## src/design/rod_pkg.sv

```systemverilog
`default_nettype none
// ----------------------------------------------------------------------------
// rod_pkg
// Types and constants shared by the RGB565 ordered dither pipeline.
// ----------------------------------------------------------------------------
package rod_pkg;

  // Port payloads
  typedef struct packed {
    logic [15:0] pixel_in;
    logic [2:0]  col_phase;
    logic [2:0]  row_phase;
  } rod_in_t;

  typedef struct packed {
    logic [15:0] pixel_out;
    logic        is_black;
  } rod_out_t;

  // Stage 1: channels widened to 8 bits
  typedef struct packed {
    logic       vld;
    logic [7:0] red;
    logic [7:0] grn;
    logic [7:0] blu;
    logic [2:0] col;
    logic [2:0] row;
  } rod_s1_t;

  // Stage 3: tone classified, offset above the black point
  typedef struct packed {
    logic       vld;
    logic       dark;
    logic       light;
    logic [7:0] ofs;
    logic [2:0] col;
    logic [2:0] row;
  } rod_s3_t;

  // Channel widening x*255/31 and x*255/63 as reciprocal multiplies
  localparam logic [31:0] EXP5_MUL   = 32'd2156535;  // 255 * ceil(2^18 / 31)
  localparam int          EXP5_SHIFT = 18;
  localparam logic [31:0] EXP6_MUL   = 32'd4244475;  // 255 * ceil(2^20 / 63)
  localparam int          EXP6_SHIFT = 20;

  // Luma weights
  localparam logic [7:0] W_RED = 8'd54;
  localparam logic [7:0] W_GRN = 8'd183;
  localparam logic [7:0] W_BLU = 8'd19;

  // Spread / 5 as (s * 205) >> 10, exact for 8-bit s
  localparam logic [7:0] DIV5_MUL   = 8'd205;
  localparam int         DIV5_SHIFT = 10;

  localparam logic signed [8:0] TONE_LO   = 9'sd72;
  localparam logic signed [8:0] TONE_HI   = 9'sd246;
  localparam logic [7:0]        BLACK_OFS = 8'd72;

  // Level = (ofs*64 + 87) / 174 as (n * ceil(2^21 / 174)) >> 21
  localparam logic [13:0] LVL_BIAS  = 14'd87;
  localparam logic [13:0] LVL_MUL   = 14'd12053;
  localparam int          LVL_SHIFT = 21;

  localparam logic [15:0] PIX_BLACK = 16'h0000;
  localparam logic [15:0] PIX_WHITE = 16'hFFFF;

  // 8x8 Bayer thresholds, indexed by {row, col}
  localparam logic [5:0] BAYER [0:63] = '{
    6'd0,  6'd48, 6'd12, 6'd60, 6'd3,  6'd51, 6'd15, 6'd63,
    6'd32, 6'd16, 6'd44, 6'd28, 6'd35, 6'd19, 6'd47, 6'd31,
    6'd8,  6'd56, 6'd4,  6'd52, 6'd11, 6'd59, 6'd7,  6'd55,
    6'd40, 6'd24, 6'd36, 6'd20, 6'd43, 6'd27, 6'd39, 6'd23,
    6'd2,  6'd50, 6'd14, 6'd62, 6'd1,  6'd49, 6'd13, 6'd61,
    6'd34, 6'd18, 6'd46, 6'd30, 6'd33, 6'd17, 6'd45, 6'd29,
    6'd10, 6'd58, 6'd6,  6'd54, 6'd9,  6'd57, 6'd5,  6'd53,
    6'd42, 6'd26, 6'd38, 6'd22, 6'd41, 6'd25, 6'd37, 6'd21
  };

endpackage
`default_nettype wire

```

## src/design/rod_expand.sv

```systemverilog
`default_nettype none
// ----------------------------------------------------------------------------
// rod_expand
// Stage 1: split the RGB565 beat and widen each channel to 8 bits.
// ----------------------------------------------------------------------------
module rod_expand (
  input  wire              clk,
  input  wire              rst_n,
  input  wire              in_vld,
  input  rod_pkg::rod_in_t in_data,
  output rod_pkg::rod_s1_t s1
);
  import rod_pkg::*;

  logic        vld_r;
  logic [7:0]  red_r, grn_r, blu_r, red_nxt, grn_nxt, blu_nxt;
  logic [2:0]  col_r, row_r;
  logic [31:0] red_p, grn_p, blu_p;

  always_comb begin
    red_p   = {27'd0, in_data.pixel_in[15:11]} * EXP5_MUL;
    grn_p   = {26'd0, in_data.pixel_in[10:5]} * EXP6_MUL;
    blu_p   = {27'd0, in_data.pixel_in[4:0]} * EXP5_MUL;
    red_nxt = red_p[EXP5_SHIFT +: 8];
    grn_nxt = grn_p[EXP6_SHIFT +: 8];
    blu_nxt = blu_p[EXP5_SHIFT +: 8];
  end

  always_ff @(posedge clk) begin
    if (!rst_n) begin
      vld_r <= 1'b0;
    end else begin
      vld_r <= in_vld;
    end
  end

  always_ff @(posedge clk) begin
    red_r <= red_nxt;
    grn_r <= grn_nxt;
    blu_r <= blu_nxt;
    col_r <= in_data.col_phase;
    row_r <= in_data.row_phase;
  end

  assign s1 = '{vld: vld_r, red: red_r, grn: grn_r, blu: blu_r, col: col_r, row: row_r};

endmodule
`default_nettype wire

```

## src/design/rod_tone.sv

```systemverilog
`default_nettype none
// ----------------------------------------------------------------------------
// rod_tone
// Stages 2 and 3: weighted luma and channel spread, then tone and its class.
// ----------------------------------------------------------------------------
module rod_tone (
  input  wire              clk,
  input  wire              rst_n,
  input  rod_pkg::rod_s1_t s1,
  output rod_pkg::rod_s3_t s3
);
  import rod_pkg::*;

  // Stage 2
  logic        s2_vld_r;
  logic [7:0]  luma_r, spread_r, luma_nxt, spread_nxt;
  logic [2:0]  s2_col_r, s2_row_r;
  logic [15:0] luma_sum;
  logic [7:0]  hi, lo;

  always_comb begin
    luma_sum = ({8'd0, s1.red} * {8'd0, W_RED}) + ({8'd0, s1.grn} * {8'd0, W_GRN})
             + ({8'd0, s1.blu} * {8'd0, W_BLU});
    luma_nxt = luma_sum[15:8];
    hi = (s1.red > s1.grn) ? s1.red : s1.grn;
    lo = (s1.red < s1.grn) ? s1.red : s1.grn;
    if (s1.blu > hi) begin
      hi = s1.blu;
    end
    if (s1.blu < lo) begin
      lo = s1.blu;
    end
    spread_nxt = hi - lo;
  end

  // Stage 3
  logic              s3_vld_r;
  logic              dark_r, light_r, dark_nxt, light_nxt;
  logic [7:0]        ofs_r, ofs_nxt;
  logic [2:0]        s3_col_r, s3_row_r;
  logic [15:0]       q_p;
  logic signed [8:0] tone;

  always_comb begin
    q_p       = {8'd0, spread_r} * {8'd0, DIV5_MUL};
    tone      = $signed({1'b0, luma_r}) - $signed({3'b000, q_p[DIV5_SHIFT +: 6]});
    dark_nxt  = (tone <= TONE_LO);
    light_nxt = (tone >= TONE_HI);
    ofs_nxt   = tone[7:0] - BLACK_OFS;
  end

  always_ff @(posedge clk) begin
    if (!rst_n) begin
      s2_vld_r <= 1'b0;
      s3_vld_r <= 1'b0;
    end else begin
      s2_vld_r <= s1.vld;
      s3_vld_r <= s2_vld_r;
    end
  end

  always_ff @(posedge clk) begin
    luma_r   <= luma_nxt;
    spread_r <= spread_nxt;
    s2_col_r <= s1.col;
    s2_row_r <= s1.row;
    dark_r   <= dark_nxt;
    light_r  <= light_nxt;
    ofs_r    <= ofs_nxt;
    s3_col_r <= s2_col_r;
    s3_row_r <= s2_row_r;
  end

  assign s3 = '{vld: s3_vld_r, dark: dark_r, light: light_r, ofs: ofs_r,
                col: s3_col_r, row: s3_row_r};

endmodule
`default_nettype wire

```

## src/design/rod_thresh.sv

```systemverilog
`default_nettype none
// ----------------------------------------------------------------------------
// rod_thresh
// Stages 4 and 5: dither level and Bayer threshold, then the black/white pick.
// ----------------------------------------------------------------------------
module rod_thresh (
  input  wire               clk,
  input  wire               rst_n,
  input  rod_pkg::rod_s3_t  s3,
  output logic              out_vld,
  output rod_pkg::rod_out_t out_data
);
  import rod_pkg::*;

  // Stage 4
  logic        s4_vld_r;
  logic        dark_r, light_r;
  logic [6:0]  level_r, level_nxt;
  logic [5:0]  thr_r, thr_nxt;
  logic [13:0] num;
  logic [27:0] lvl_p;

  always_comb begin
    num       = {s3.ofs, 6'd0} + LVL_BIAS;
    lvl_p     = {14'd0, num} * {14'd0, LVL_MUL};
    level_nxt = lvl_p[LVL_SHIFT +: 7];
    thr_nxt   = BAYER[{s3.row, s3.col}];
  end

  // Stage 5
  logic     out_vld_r;
  logic     black_r, black_nxt;

  always_comb begin
    black_nxt = dark_r || (!light_r && ({1'b0, thr_r} >= level_r));
  end

  always_ff @(posedge clk) begin
    if (!rst_n) begin
      s4_vld_r  <= 1'b0;
      out_vld_r <= 1'b0;
    end else begin
      s4_vld_r  <= s3.vld;
      out_vld_r <= s4_vld_r;
    end
  end

  always_ff @(posedge clk) begin
    dark_r  <= s3.dark;
    light_r <= s3.light;
    level_r <= level_nxt;
    thr_r   <= thr_nxt;
    black_r <= black_nxt;
  end

  assign out_vld            = out_vld_r;
  assign out_data.is_black  = black_r;
  assign out_data.pixel_out = black_r ? PIX_BLACK : PIX_WHITE;

endmodule
`default_nettype wire

```

## src/design/rgb565_ordered_dither_bw_top.sv

```systemverilog
`default_nettype none
// ----------------------------------------------------------------------------
// rgb565_ordered_dither_bw_top
// One-bit ordered dither of an RGB565 pixel stream with an 8x8 Bayer matrix.
// ----------------------------------------------------------------------------
// Usage:
//   Drive start high with in_data (pixel, column and row phase) to send a
//   beat; it is taken at any edge where start is high and busy is low.
//   busy is high only while rst_n is asserted, so one pixel can enter on
//   every clock.
//   Each result appears on out_data for a single cycle with out_valid high:
//   pixel_out is 0x0000 or 0xFFFF and is_black marks the black case.
//   Each accepted beat passes through the five-stage pipeline (widen,
//   luma/spread, tone, level/threshold, pick) to the result; throughput is
//   one pixel per cycle.
//   The receiver has no back-pressure: results must be taken as they come.
//   Reset clears all stage valid bits, so beats in flight are dropped.
//   The pixel source walks the frame and supplies the phases itself.
// ----------------------------------------------------------------------------
module rgb565_ordered_dither_bw_top (
  input  wire               clk,
  input  wire               rst_n,
  input  wire               start,
  output logic              busy,
  input  rod_pkg::rod_in_t  in_data,
  output logic              out_valid,
  output rod_pkg::rod_out_t out_data
);
  import rod_pkg::*;

  rod_s1_t s1;
  rod_s3_t s3;
  logic    accept;

  assign busy   = !rst_n;
  assign accept = start && !busy;

  rod_expand u_expand (
    .clk     (clk),
    .rst_n   (rst_n),
    .in_vld  (accept),
    .in_data (in_data),
    .s1      (s1)
  );

  rod_tone u_tone (
    .clk   (clk),
    .rst_n (rst_n),
    .s1    (s1),
    .s3    (s3)
  );

  rod_thresh u_thresh (
    .clk      (clk),
    .rst_n    (rst_n),
    .s3       (s3),
    .out_vld  (out_valid),
    .out_data (out_data)
  );

  // Every result beat traces back to an earlier accepted beat
  a_out_from_accept: assert property (@(posedge clk) disable iff (!rst_n)
    out_valid |-> $past(accept, 5))
    else $error("result beat without matching input beat");

  // Every accepted beat yields a result
  a_accept_to_out: assert property (@(posedge clk) disable iff (!rst_n)
    accept |-> ##5 out_valid)
    else $error("accepted beat produced no result");

  // Output pixel agrees with the black flag
  a_pixel_flag: assert property (@(posedge clk) disable iff (!rst_n)
    out_valid |-> (out_data.pixel_out == (out_data.is_black ? PIX_BLACK : PIX_WHITE)))
    else $error("pixel_out disagrees with is_black");

  // Full white input always comes out white
  a_white_in: assert property (@(posedge clk) disable iff (!rst_n)
    (accept && (in_data.pixel_in == 16'hFFFF)) |-> ##5 (out_valid && !out_data.is_black))
    else $error("white pixel dithered to black");

endmodule
`default_nettype wire

```

## config.mk

```make
export PLATFORM = sky130hd
export DESIGN_NAME = rgb565_ordered_dither_bw_top
export DESIGN_NICKNAME = d
export VERILOG_FILES = /design/src/design/rod_pkg.sv /design/src/design/rod_expand.sv /design/src/design/rod_tone.sv /design/src/design/rod_thresh.sv /design/src/design/rgb565_ordered_dither_bw_top.sv
export SDC_FILE = /design/constraint.sdc
export NUM_CORES = 1
export LEC_CHECK = 0
export BUFFER_PORTS_ARGS = -buffer_cell sky130_fd_sc_hd__buf_2
export CORE_ASPECT_RATIO = 0.75
export CORE_MARGIN = 2
export CORE_UTILIZATION = 35
export DETAILED_ROUTE_END_ITERATION = 10
export GPL_ROUTABILITY_DRIVEN = 0
export SYNTH_ARGS = -nofsm -noshare
export SYNTH_HDL_FRONTEND = slang
export SYNTH_HIERARCHICAL = 1
export SYNTH_SLANG_ARGS = --single-unit
```

## constraint.sdc

```tcl
create_clock -name clk -period 6 [get_ports clk]
set_clock_uncertainty 0.2 [all_clocks]
set_input_delay 0.3 -clock clk [delete_from_list [all_inputs] [get_ports clk]]
set_output_delay 0.3 -clock clk [all_outputs]
set_load 0.005 [all_outputs]
```

==> flow_summary_export.csv <==
group,metric,value,unit
worst_setup_path,crit_slowest_cell,"sky130_fd_sc_hd__fa_1",
timing,finalHoldViolCount,0,
clocking,clock_latency,360,ps
route,detailedRoute.firstPassIterationCount,5,
worst_setup_path,reg2regPathDepth,22,
timing,slew-limit-headroom,0.583,
synth,synthCells,1574,
worst_setup_path,worst_ep_arrival_time,5860,ps
route,drc,0,
synth,simple_gate_portion_of_the_synthesized_area,0.0782,
global_route,wire_length_of_the_first_global_routing_pass,51900,µm
synth,synth.mux.area_fraction,0.0104,
worst_setup_path,critical-path-max-stage-delay,530,ps
worst_setup_path,critical_path.endpoint_type,"flop",
synth,synth-edff-count,0,
floorplanning,die_w,241,µm
placed_design,detailed_place.area,15700,µm²
synth,yosysUniqueCellTypes,76,
synth,avgSynthCellArea,9.40,µm²
synth,synth.net_count,2121,
floorplanning,fp.dieArea,44000,µm²
clocking,clock_tree.htree_level_count,3,
route,drt.antenna.violating_nets,0,
worst_setup_path,regToRegStartpoint,"u_tone/spread_r[2]$_DFF_P_",
synth,post_synth_xor_area_fraction,0.0550,
global_route,global_route.overflow_total,0,
clocking,cts-buffers-inserted,9,
global_route,grt_antenna_before_repair,0,
synth,synth-seq-cells,89,
route,route.detailed.wl_per_inst,13.6,µm
synth,dominant_combinational_cell_family_by_area_after_synthesis,"adder cells",
timing,report.final.setup_viol,0,
layout,post-route-cell-area,16200,µm²
layout,post_route_cells_drive_above_1_share,0.0727,
floorplanning,die_h,182,µm
floorplanning,placeableCoreArea,41900,µm²
placed_design,hpwlAfterDp,26000,µm
synth,post-synth-top-area-fraction,0.313,
floorplanning,rows,65,
worst_setup_path,critPathTopFamily,"adder cells",
timing,setup_slack,217,ps
synth,synth.top_cells.by_area,"sky130_fd_sc_hd__ha_1 (31%), sky130_fd_sc_hd__fa_1 (21%), sky130_fd_sc_hd__dfxtp_1 (12%)",
worst_setup_path,worst-r2r-setup-slack,220,ps
placed_design,setup_slack_after_placement,-73.9,ps
synth,post-synth-top-area-cell,"sky130_fd_sc_hd__ha_1",
clocking,post_cts_buffers,0,
clocking,clock_tree.root_cell,"sky130_fd_sc_hd__clkbuf_16",
worst_setup_path,critPathBufInv,4,
timing,rsz0062_at_grt,"true",
timing,setup_tns,0,ps
worst_setup_path,path_max_fanout,6,
worst_setup_path,critPathCapture,"u_tone/dark_r$_DFF_P_",
clocking,cts_buffer_depth,2,
synth,ys.warnings.count,6,
global_route,number_of_global_route_vias_before_repair,10800,
route,postRouteWirelength,30000,µm
timing,final_min_period_over_clock_period,0.964,
global_route,grt_max_degree,17,
layout,layout-area-overhead-vs-synth,9.36,%
min_path,min_path_type,"input pin to flop",
timing,final_min_period,5780,ps
floorplanning,num_io_pins,44,
worst_setup_path,cp-startpoint,"u_tone/spread_r[2]$_DFF_P_",
layout,diodes,0,
timing,tightestPinTransition,624,ps
worst_setup_path,required,6070,ps
synth,asyncSetResetFlopFracSynth,0,
synth,yosys.area_share.adder,0.519,
synth,synth.yosys.seq_area_share,0.120,
worst_setup_path,timing_worst_setup_path_type,"flop to flop",
clocking,tritoncts_clock_tree,"done",
worst_setup_path,critical_path.startpoint_type,"flop",
global_route,groute.usage.overall,0.145,
run_status,status,"completed",
route,detailroute.via_count,10500,
clocking,worst_setup_hold_path_clk_slew,70,ps
synth,synthFlopType,"sky130_fd_sc_hd__dfxtp_1",
worst_setup_path,critical_path_cell_by_cell,"ha_4 > fa_1 > fa_1 > inv_1 > fa_1 > inv_1 > ha_1 > o21ai_2 > o21bai_2 > a21oi_2 > xnor2_2 > inv_1 > ha_1 > nor2b_4 > o21a_1 > o21a_1 > or2_1 > buf_4 > or4_4 > o211ai_2 > a21oi_1 > a311oi_1",
timing,fmax,173,MHz
placed_design,numPortBuffers,43,
layout,finish.net_count,2178,
worst_setup_path,crit-reg2reg-capture,"u_tone/dark_r$_DFF_P_",
worst_setup_path,stages_on_the_worst_setup_path,22,
route,vias_per_cell,4.77,
job,max_cap_violations,0,
route,dr.first_iter.drc_count,452,
synth,combined_area_of_all_synthesized_cells,14800,µm²
synth,area_fraction_in_compound_gates_after_synthesis,0.119,
timing,timing_max_transition_violations_final,0,
clocking,total_clock_sinks,89,
floorplanning,floorplan.initialDensity,0.353,
worst min-delay path: cells and delay by family:
family	cells	cell delay, ps
buf+inv	1	70
simple gates	2	210
per-stage QoR:
step                       util  hold slack, ps  instances
after floorplan               -             110       1574
after global routing      0.386            33.5       2205
after CTS                 0.385            31.0       2205
after detailed placement  0.375             112       2182
after global placement    0.375             111       2182
final                     0.386            45.5       2205
cells in the mapped netlist (3+ instances only):
master and instances:
sky130_fd_sc_hd__xnor2_1 60, sky130_fd_sc_hd__buf_4 20, sky130_fd_sc_hd__mux2_2 3, sky130_fd_sc_hd__o21a_1 13, sky130_fd_sc_hd__a31oi_1 12, sky130_fd_sc_hd__ha_1 370, sky130_fd_sc_hd__o22ai_1 4, sky130_fd_sc_hd__a221oi_1 3
sky130_fd_sc_hd__nor3_1 17, sky130_fd_sc_hd__mux2i_1 12, sky130_fd_sc_hd__and3_1 10, sky130_fd_sc_hd__clkbuf_1 3, sky130_fd_sc_hd__and4_1 4, sky130_fd_sc_hd__a21oi_1 79, sky130_fd_sc_hd__o211ai_1 7, sky130_fd_sc_hd__a2111oi_0 3
sky130_fd_sc_hd__nor2b_1 8, sky130_fd_sc_hd__nand3_1 22, sky130_fd_sc_hd__and2_1 14, sky130_fd_sc_hd__inv_1 335, sky130_fd_sc_hd__fa_1 152, sky130_fd_sc_hd__o21bai_1 11, sky130_fd_sc_hd__o21ai_0 34, sky130_fd_sc_hd__nand2b_1 13
sky130_fd_sc_hd__or2_2 5, sky130_fd_sc_hd__o311ai_0 3, sky130_fd_sc_hd__buf_2 3, sky130_fd_sc_hd__a211oi_1 8, sky130_fd_sc_hd__or3_1 3, sky130_fd_sc_hd__xor2_1 31, sky130_fd_sc_hd__nand2_1 51, sky130_fd_sc_hd__o21ai_1 15
sky130_fd_sc_hd__a21o_1 40, sky130_fd_sc_hd__nand4_1 16, sky130_fd_sc_hd__nor4_1 3, sky130_fd_sc_hd__nor2_1 51, sky130_fd_sc_hd__dfxtp_1 89
cell usage in the layout, fill, tap and decap left out, drive strengths merged, types with 3 or more instances in the layout:
master         n
o21ai         49
mux2i         12
a2111oi        3
or4            3
and2          14
ha           370
o21a          13
xnor2         60
a21oi         79
inv          340
nand3         22
xor2          32
fa           152
a211oi        10
nor2b          9
a221oi         4
mux2           3
nand2b        13
a21o          40
o211ai         8
clkbuf        10
or2            7
o211a          3
or3            3
and3          10
nand2         51
nor2          51
o22ai          4
a31oi         13
o21bai        11
o311ai         6
dfxtp         89
and4           4
nor3          17
dlygate4sd3    7
nand4         16
buf           66
nor4           3
worst min path at each step:
stage	start	endpoint	cells past startpoint
2_1_floorplan	u_expand/col_r[0]$_DFF_P_	u_tone/s2_col_r[0]$_DFF_P_	0
3_3_place_gp	u_expand/col_r[1]$_DFF_P_	u_tone/s2_col_r[1]$_DFF_P_	0
3_5_place_dp	u_expand/row_r[1]$_DFF_P_	u_tone/s2_row_r[1]$_DFF_P_	0
4_1_cts	start	u_expand/vld_r$_SDFF_PN0_	3
5_1_grt	start	u_expand/vld_r$_SDFF_PN0_	3
6_report	start	u_expand/vld_r$_SDFF_PN0_	3
flip-flops by register name, summed over array words and instances (netlist names), 3 cells and up:
register and cells:
u_expand/red_r 8, u_thresh/thr_r 6, u_tone/luma_r 8, u_expand/col_r 3, u_expand/grn_r 8, u_tone/s2_row_r 3
u_tone/ofs_r 8, u_tone/s3_row_r 3, u_expand/row_r 3, u_tone/spread_r 8, u_tone/s2_col_r 3, u_thresh/level_r 7
u_expand/blu_r 8, u_tone/s3_col_r 3
layout make-up:
class	instances	area, µm²
well taps	569	712
repair buffers	73	458
multi-input cells	1121	11600
flip-flops and latches	89	1790
fillers	4189	25700
inverters	337	1260
clock buffers	10	239
clock inverters	6	95.1
layer usage:
layer	GRT usage	wire length (µm)	vias up
met5	0	0	-
met4	0.0289	282	0
met3	0.0201	839	19
met2	0.238	13400	132
met1	0.204	15500	5000
li1	-	-	5359
what timing repair did:
action / CTS / global route
gates resized for setup: 4 / 15
endpoints found under the hold margin: 11 / 0
hold buffers: 7 / 0
pin swaps: 0 / 5
gates cloned: 0 / 0
setup endpoints to repair: 1 / 2
cells by family (layout without fill, tap and decap cells):
family | after synthesis | after routing
DFF | 89 | 89
buffers and inverters | 364 | 426
xor gates and xnor gates | 92 | 92
adders and majority gates | 522 | 522
and+or+nand+nor | 227 | 227
muxes | 15 | 15
AOI/OAI and AO/OA | 265 | 265
Power is not shown: default switching activity piles up to over one toggle a cycle in this logic, so the estimate is an artifact.
